$ cat src/rtl/clc_pkg.sv
// Shared types and character codes for the C source line classifier.
package clc_pkg;

    // Character codes that steer the scanner
    localparam logic [7:0] CHAR_STAR      = 8'h2A;
    localparam logic [7:0] CHAR_SLASH     = 8'h2F;
    localparam logic [7:0] CHAR_BACKSLASH = 8'h5C;
    localparam logic [7:0] CHAR_QUOTE     = 8'h22;
    localparam logic [7:0] CHAR_SPACE     = 8'h20;
    localparam logic [7:0] CHAR_TAB       = 8'h09;
    localparam logic [7:0] CHAR_CR        = 8'h0D;

    // Line classes
    typedef enum logic [1:0] {
        LINE_BLANK   = 2'd0,
        LINE_CODE    = 2'd1,
        LINE_COMMENT = 2'd2,
        LINE_INLINE  = 2'd3
    } line_class_t;

    // Scanner state carried from item to item
    typedef struct packed {
        logic       in_block_comment;
        logic       in_literal;
        logic [7:0] held_char;
        logic       held_valid;
        logic       rest_ignored;
        logic       line_saw_code;
        logic       line_saw_comment;
    } scan_state_t;

    // Line-end report from the scanner to the counters
    typedef struct packed {
        logic done;
        logic saw_code;
        logic saw_comment;
    } line_flags_t;

endpackage

$ cat src/rtl/clc_char_unit.sv
// Per-character scanner: comment, string and lookahead tracking for one item.
module clc_char_unit (
    input  clc_pkg::scan_state_t state,
    input  logic [7:0]           char_code,
    input  logic                 end_of_line,
    input  logic                 fire,
    output clc_pkg::scan_state_t state_next,
    output clc_pkg::line_flags_t flags
);
    import clc_pkg::*;

    typedef struct packed {
        scan_state_t st;
        logic        skip;
    } handle_t;

    function automatic logic is_blank(input logic [7:0] c);
        return (c == CHAR_SPACE) || ((c >= CHAR_TAB) && (c <= CHAR_CR));
    endfunction

    // Act on byte h with lookahead n when has_next is set
    function automatic handle_t handle_byte(input scan_state_t s, input logic [7:0] h,
                                            input logic has_next, input logic [7:0] n);
        handle_t r;
        r.st   = s;
        r.skip = 1'b0;
        if (!is_blank(h)) begin
            if (s.in_block_comment) begin
                r.st.line_saw_comment = 1'b1;
                if ((h == CHAR_STAR) && has_next && (n == CHAR_SLASH)) begin
                    r.skip               = 1'b1;
                    r.st.in_block_comment = 1'b0;
                end
            end else if (s.in_literal) begin
                if (h == CHAR_BACKSLASH) begin
                    r.skip = has_next;
                end else if (h == CHAR_QUOTE) begin
                    r.st.in_literal = 1'b0;
                end
                r.st.line_saw_code = 1'b1;
            end else if ((h == CHAR_SLASH) && has_next && (n == CHAR_STAR)) begin
                r.st.in_block_comment = 1'b1;
                r.st.line_saw_comment = 1'b1;
                r.skip                = 1'b1;
            end else if ((h == CHAR_SLASH) && has_next && (n == CHAR_SLASH)) begin
                r.st.line_saw_comment = 1'b1;
                r.st.rest_ignored     = 1'b1;
            end else begin
                if (h == CHAR_QUOTE) begin
                    r.st.in_literal = 1'b1;
                end
                r.st.line_saw_code = 1'b1;
            end
        end
        return r;
    endfunction

    handle_t     first_r;
    handle_t     last_r;
    scan_state_t mid;
    scan_state_t fin;

    // Resolve the held byte against the new one, then hold or drop the new one
    always_comb
    begin
        mid = state;
        first_r = handle_byte(state, state.held_char, 1'b1, char_code);
        if (!state.rest_ignored) begin
            if (state.held_valid) begin
                mid = first_r.st;
            end
            if (state.held_valid && first_r.skip) begin
                mid.held_valid = 1'b0;
            end else if (mid.rest_ignored) begin
                mid.held_valid = 1'b0;
            end else begin
                mid.held_char  = char_code;
                mid.held_valid = 1'b1;
            end
        end
    end

    // Flush the held byte at line end and clear the per-line state
    always_comb
    begin
        fin    = mid;
        last_r = handle_byte(mid, mid.held_char, 1'b0, 8'h00);
        if (mid.held_valid && !mid.rest_ignored) begin
            fin = last_r.st;
        end
        flags.done        = fire && end_of_line;
        flags.saw_code    = fin.line_saw_code;
        flags.saw_comment = fin.line_saw_comment;
        if (end_of_line) begin
            fin.held_char        = 8'h00;
            fin.held_valid       = 1'b0;
            fin.rest_ignored     = 1'b0;
            fin.line_saw_code    = 1'b0;
            fin.line_saw_comment = 1'b0;
            state_next           = fin;
        end else begin
            state_next = mid;
        end
    end

endmodule

$ cat src/rtl/clc_line_counters.sv
// Saturating line counters and line class decode.
module clc_line_counters #(
    parameter int COUNT_WIDTH = 32
) (
    input  logic                     clk,
    input  logic                     rst_n,
    input  clc_pkg::line_flags_t     flags,
    output clc_pkg::line_class_t     line_class,
    output logic [COUNT_WIDTH-1:0]   total_next,
    output logic [COUNT_WIDTH-1:0]   blank_next,
    output logic [COUNT_WIDTH-1:0]   code_next,
    output logic [COUNT_WIDTH-1:0]   comment_next,
    output logic [COUNT_WIDTH-1:0]   inline_next
);
    import clc_pkg::*;

    localparam logic [COUNT_WIDTH-1:0] COUNT_MAX = {COUNT_WIDTH{1'b1}};

    logic [COUNT_WIDTH-1:0] total_reg;
    logic [COUNT_WIDTH-1:0] blank_reg;
    logic [COUNT_WIDTH-1:0] code_reg;
    logic [COUNT_WIDTH-1:0] comment_reg;
    logic [COUNT_WIDTH-1:0] inline_reg;

    function automatic logic [COUNT_WIDTH-1:0] sat_inc(input logic [COUNT_WIDTH-1:0] v);
        return (v == COUNT_MAX) ? v : v + 1'b1;
    endfunction

    // Decode the class and bump the matching counters
    always_comb
    begin
        total_next   = total_reg;
        blank_next   = blank_reg;
        code_next    = code_reg;
        comment_next = comment_reg;
        inline_next  = inline_reg;
        if (flags.saw_code && flags.saw_comment) begin
            line_class = LINE_INLINE;
        end else if (flags.saw_code) begin
            line_class = LINE_CODE;
        end else if (flags.saw_comment) begin
            line_class = LINE_COMMENT;
        end else begin
            line_class = LINE_BLANK;
        end
        if (flags.done) begin
            total_next = sat_inc(total_reg);
            case (line_class)
                LINE_INLINE:
                begin
                    code_next   = sat_inc(code_reg);
                    inline_next = sat_inc(inline_reg);
                end
                LINE_CODE:    code_next    = sat_inc(code_reg);
                LINE_COMMENT: comment_next = sat_inc(comment_reg);
                default:      blank_next   = sat_inc(blank_reg);
            endcase
        end
    end

    // Hold the counters
    always_ff @(posedge clk or negedge rst_n)
    begin
        if (!rst_n) begin
            total_reg   <= '0;
            blank_reg   <= '0;
            code_reg    <= '0;
            comment_reg <= '0;
            inline_reg  <= '0;
        end else begin
            total_reg   <= total_next;
            blank_reg   <= blank_next;
            code_reg    <= code_next;
            comment_reg <= comment_next;
            inline_reg  <= inline_next;
        end
    end

endmodule

$ cat src/rtl/c_source_line_classifier_core.sv
// Top level of the C source line classifier: input stage, scanner, counters, result stage.
//
//  channel | dir | tdata                 | tlast       | tuser
//  s_*     | in  | char_code             | end_of_line | -
//  m_*     | out | five 32-bit totals    | -           | line_class
//
// One item per cycle while no line end waits on an untaken result; a line end moves from
// the input stage to the result stage. The rate is set by the scanner state register loop.
// rst_n clears the scanner state, the counters and both valid flags at once.
// A line end waits in the input stage while an earlier result is still not taken;
// items without a line end keep flowing past a stalled result.
module c_source_line_classifier_core #(
    parameter int COUNT_WIDTH = 32
) (
    input  logic         clk,
    input  logic         rst_n,
    input  logic         s_tvalid,
    output logic         s_tready,
    input  logic [7:0]   s_tdata,   // [7:0] char_code
    input  logic         s_tlast,   // end_of_line
    output logic         m_tvalid,
    input  logic         m_tready,
    output logic [159:0] m_tdata,   // [31:0] total_lines, [63:32] blank_lines,
                                    // [95:64] code_lines, [127:96] comment_lines,
                                    // [159:128] inline_lines
    output logic [1:0]   m_tuser    // [1:0] line_class
);
    import clc_pkg::*;

    logic        in_valid_reg;
    logic        in_valid_next;
    logic [7:0]  in_char_reg;
    logic        in_eol_reg;
    scan_state_t scan_reg;
    scan_state_t scan_next;
    line_flags_t flags;
    line_class_t line_class;
    logic        out_valid_reg;
    logic        out_valid_next;
    logic [159:0] out_data_reg;
    logic [1:0]   out_class_reg;
    logic         fire;
    logic         s_accept;

    logic [COUNT_WIDTH-1:0] total_next;
    logic [COUNT_WIDTH-1:0] blank_next;
    logic [COUNT_WIDTH-1:0] code_next;
    logic [COUNT_WIDTH-1:0] comment_next;
    logic [COUNT_WIDTH-1:0] inline_next;

    // Advance the held item unless it ends a line and the result slot is full and not taken
    assign fire     = in_valid_reg && (!in_eol_reg || !out_valid_reg || m_tready);
    assign s_tready = !in_valid_reg || fire;
    assign s_accept = s_tvalid && s_tready;

    always_comb
    begin
        if (s_accept) begin
            in_valid_next = 1'b1;
        end else if (fire) begin
            in_valid_next = 1'b0;
        end else begin
            in_valid_next = in_valid_reg;
        end
        if (fire && in_eol_reg) begin
            out_valid_next = 1'b1;
        end else if (m_tready) begin
            out_valid_next = 1'b0;
        end else begin
            out_valid_next = out_valid_reg;
        end
    end

    clc_char_unit u_char (
        .state       (scan_reg),
        .char_code   (in_char_reg),
        .end_of_line (in_eol_reg),
        .fire        (fire),
        .state_next  (scan_next),
        .flags       (flags)
    );

    clc_line_counters #(
        .COUNT_WIDTH (COUNT_WIDTH)
    ) u_counters (
        .clk          (clk),
        .rst_n        (rst_n),
        .flags        (flags),
        .line_class   (line_class),
        .total_next   (total_next),
        .blank_next   (blank_next),
        .code_next    (code_next),
        .comment_next (comment_next),
        .inline_next  (inline_next)
    );

    // Control state
    always_ff @(posedge clk or negedge rst_n)
    begin
        if (!rst_n) begin
            in_valid_reg  <= 1'b0;
            out_valid_reg <= 1'b0;
            scan_reg      <= '0;
        end else begin
            in_valid_reg  <= in_valid_next;
            out_valid_reg <= out_valid_next;
            if (fire) begin
                scan_reg <= scan_next;
            end
        end
    end

    // Input and result payload
    always_ff @(posedge clk)
    begin
        if (s_accept) begin
            in_char_reg <= s_tdata;
            in_eol_reg  <= s_tlast;
        end
        if (fire && in_eol_reg) begin
            out_class_reg <= line_class;
            out_data_reg  <= {32'(inline_next), 32'(comment_next), 32'(code_next),
                              32'(blank_next), 32'(total_next)};
        end
    end

    assign m_tvalid = out_valid_reg;
    assign m_tdata  = out_data_reg;
    assign m_tuser  = out_class_reg;

`ifndef ASSERT_OFF
    // A stalled item stays in the input stage
    assert property (@(posedge clk) disable iff (!rst_n)
        (in_valid_reg && !fire) |=> in_valid_reg)
        else $error("input stage lost a stalled item");

    // A line end leaves no lookahead, ignore flag or line flags behind
    assert property (@(posedge clk) disable iff (!rst_n)
        (fire && in_eol_reg) |=> (!scan_reg.held_valid && !scan_reg.rest_ignored &&
                                  !scan_reg.line_saw_code && !scan_reg.line_saw_comment))
        else $error("per-line state not cleared at line end");

    // While the rest of a line is ignored no byte is held
    assert property (@(posedge clk) disable iff (!rst_n)
        scan_reg.rest_ignored |-> !scan_reg.held_valid)
        else $error("byte held while rest of line ignored");
`endif

endmodule

$ cat config.mk
export PLATFORM = sky130hd
export DESIGN_NAME = c_source_line_classifier_core
export DESIGN_NICKNAME = d
export VERILOG_FILES = /design/src/rtl/clc_pkg.sv /design/src/rtl/clc_char_unit.sv /design/src/rtl/clc_line_counters.sv /design/src/rtl/c_source_line_classifier_core.sv
export SDC_FILE = /design/constraint.sdc
export NUM_CORES = 1
export LEC_CHECK = 0
export BUFFER_PORTS_ARGS = -buffer_cell sky130_fd_sc_hd__buf_2
export CORE_MARGIN = 2
export CORE_UTILIZATION = 58
export DETAILED_ROUTE_END_ITERATION = 10
export HOLD_SLACK_MARGIN = 0.05
export PLACE_DENSITY = 0.82
export REMOVE_ABC_BUFFERS = 1
export SYNTH_ARGS = -nofsm -noshare
export SYNTH_HDL_FRONTEND = slang
export SYNTH_SLANG_ARGS = --single-unit
$ cat constraint.sdc
create_clock -name clk -period 6.05 [get_ports clk]
set_input_delay 0.605 -clock clk [delete_from_list [all_inputs] [get_ports clk]]
set_output_delay 0.605 -clock clk [all_outputs]
set_load 0.005 [all_outputs]
==> summary.md <==
| Metric | Value |
|---|---|
| Initial drt markers | `408` |
| Reg2Reg Setup Slack | `around 1900 ps` |
| Die Ht | `~160 um` |
| Row cnt | `between 50 and 60` |
| Mean routed wirelength per cell | `17.5 um` |
| Post-layout util | `0.695` |
| Clock root buffer | `clkbuf_16` |
| Cell Area, Synth | `about 14000 um^2` |
| Routed wire length | `approximately 27000 um` |
| CTS Buf Count | `36` |
| Post-DP HPWL | `~17000 um` |
| Die X | `approximately 160 um` |
| Worst slack, placed | `1940 ps` |
| Post-synthesis sequential area ratio | `0.693` |
| Port bufs | `176` |
| Num ports | `177` |
| Post-Syn Instances | `972` |
| GRT Total Usage | `0.216` |
| Hold_sp | `s_tdata[3]` |
| Total core area | `23400 um^2` |
| Post-CTS setup buffer count | `0` |
| Power Density | `~320 nW/um^2` |
| Critical Path Start Type | `flop` |
| CP cell instances | `nor4b_1 -> nand4_1 -> o31a_1 -> and3_1 -> nor4_4 -> o31ai_4 -> nor2b_2 -> nand4_1 -> xnor2_1` |
| Top post-synthesis cells by area | `edfxtp_1, dfrtp_1, xnor2_1` |
| R2r startpoint | `scan_reg[7]` |
| WP data required | `around 6300 ps` |
| Clk_lat worst skew | `around 500 ps` |
| Crit share post-route | `0.686` |
| Die area | `roughly 25000 um^2` |
| Post-route DRC | `0` |
| Fin nets | `roughly 1200` |
| CP dominant cell by count | `nand4_1` |
| Achievable frequency | `between 200 and 250 MHz` |
| #FFs+latches synth | `around 350` |
| Syn_area_per_cell | `approximately 14 um^2` |
| Crit-path max cell delay | `about 940 ps` |
| Buf+Inv Stages, Crit Path | `0` |
| Status | `finished, final reports clean` |
| Remaining Overflow, GRT | `0` |
| Initial antenna violation count | `0` |
| Worst-margin pin slew | `1180 ps` |
| Area Growth Syn to Fin | `18.1%` |
| Synth area leader | `edfxtp_1` |
| Max VDD drop | `386 uV` |
| YS warnings | `0` |
| Reg-to-reg endpoint | `m_tdata[110]` |
| GP Congestion | `~0.92` |
| Max reg flops | `160` |
| Max_cap viols | `0` |
| Leak Pwr | `6.76 nW` |
| Final WS setup | `~1900 ps` |
| Layout Skew | `between 10 and 15 ps` |
| First-pass GRT wire length | `~43000 um` |
| Tot Pwr | `approximately 5.2 mW` |
| Primary FF master, synth | `dfrtp_1` |
| CP Capture Type | `flop` |
| Final min period | `4150 ps` |
| CTS tree | `yes` |
| Async SR Flop Fraction | `0.507` |
| Vias in the first global route | `~8500` |
| Crit-path leading delay family | `simple AND/OR/NAND/NOR gates` |
| Rel. slew slack | `0.207` |
| DR vias | `approximately 8300` |
| Final setup viols | `0` |
| Htree depth | `2` |
| Final ANT Viol Nets | `0` |
| Antenna Cells | `0` |
| CTS Sinks | `around 350` |
| Netlist cell types | `66` |
| Max clock buf depth | `3` |
| Hold Violations, Final | `0` |
| Min-Delay Path Class | `in2reg` |
| Arr. time, crit path | `between 4000 and 5000 ps` |
| Clk slew on worst S/H paths | `60 ps` |
| Via-per-instance ratio | `about 5.5` |
| RSZ-0062 raised after global routing | `no` |
| Pre-antenna DRT Iters | `5` |
| Kind of critical path | `reg2reg` |
| Crit path launch | `scan_reg[7]` |
| Crit Path Max Fanout | `27` |
| Reg2Reg Depth | `9` |
| WHS Endpoint | `in_char_reg[3]` |
| Final setup TNS | `0 ps` |
| Pin count of the biggest net entering global routing | `between 70 and 80` |
| Critical-path top delay cell | `nor2b_2` |
| Depth of the worst hold-timing path | `1` |
| EDFF count, synth | `between 150 and 200` |
| Commonest cells after routing, fill and taps aside | `dfrtp_1, buf_2, edfxtp_1` |
| Starting Density | `0.589` |
| Most common cell after layout, fill and taps aside | `dfrtp_1` |
| Share of cells above drive strength 1 | `0.231` |
| Max-slew violation count | `0` |
| Synth top area share | `0.373` |
==> cell type report <==
type,count,area [um^2]
Tap cell,319,399
Multi-Input combinational cell,595,4110
Fill cell,1629,7130
Clock inverter,11,169
Inverter,12,50.0
Clock buffer,54,1070
Timing Repair Buffer,182,935
Sequential cell,347,9540
==> metal layers <==
layer / GRT usage / wire length [um] / up-vias
met4: 0.0776 / 741 / 0
met1: 0.294 / 11700 / 4103
met5: 0 / 0 / -
met3: 0.0430 / 1380 / 58
li1: - / - / 3943
met2: 0.351 / 12700 / 233
==> where the power goes <==
group	internal (mW)	switching (mW)	total (mW)
Combinational	0.111	0.160	0.271
Sequential	2.62	0.0800	2.70
Clock	1.40	0.867	2.26
==> synthesized netlist by cell type (3+ instances only) <==
cell	number
nand2b_1	10
a22o_1	7
a21oi_1	7
or4b_1	3
xnor2_1	93
and4_1	21
nor4_2	9
nor2_1	40
nand3_1	57
inv_1	12
or3_1	6
and3_1	34
buf_2	8
nand2_1	76
clkbuf_1	8
nand4_1	35
ha_1	5
and4b_1	3
or2_2	3
and2_1	21
nor3b_1	3
xor2_1	63
edfxtp_1	171
nor4_1	9
nor2_2	3
dfrtp_1	176
nor2b_1	6
mux2_2	4
nor4b_1	3
nand3b_1	3
a31oi_1	4
o21ai_0	5
nor3_1	24
==> through the flow <==
step                      hold slack (ps)  instance area, um^2  cells
final                                 270                16300   1520
after global placement                468                15000   1454
after detailed placement              469                15000   1454
after floorplan                       309                13700    954
after CTS                             251                16300   1520
after global routing                  254                16300   1520
==> worst max-delay path by stage <==
stage / endpoint / slack [ps] / cells past startpoint
floorplan: m_tdata[149] / 240 / 8
global placement: m_tdata[97] / 2090 / 8
detailed placement: m_tdata[110] / 1940 / 9
CTS: m_tdata[110] / 1830 / 9
global route: m_tdata[110] / 1570 / 9
finish: m_tdata[110] / 1900 / 9
==> cells by family after synthesis <==
logic type,Yosys count,synth area share
XOR/XNOR,156,0.0992
buffers and inverters,30,0.00917
AO/OA/AOI/OAI,44,0.0275
flip-flops,347,0.693
multiplexers,5,0.00409
adder cells (fa/ha/maj),5,0.00454
AND/OR/NAND/NOR,385,0.163
==> timing repair <==
action                                 in CTS  in global routing
endpoints found under the hold margin      31                  0
gates resized for setup                     0                  0
hold buffers                                1                  0
No activity file was read; power rests on OpenSTA's default activity.
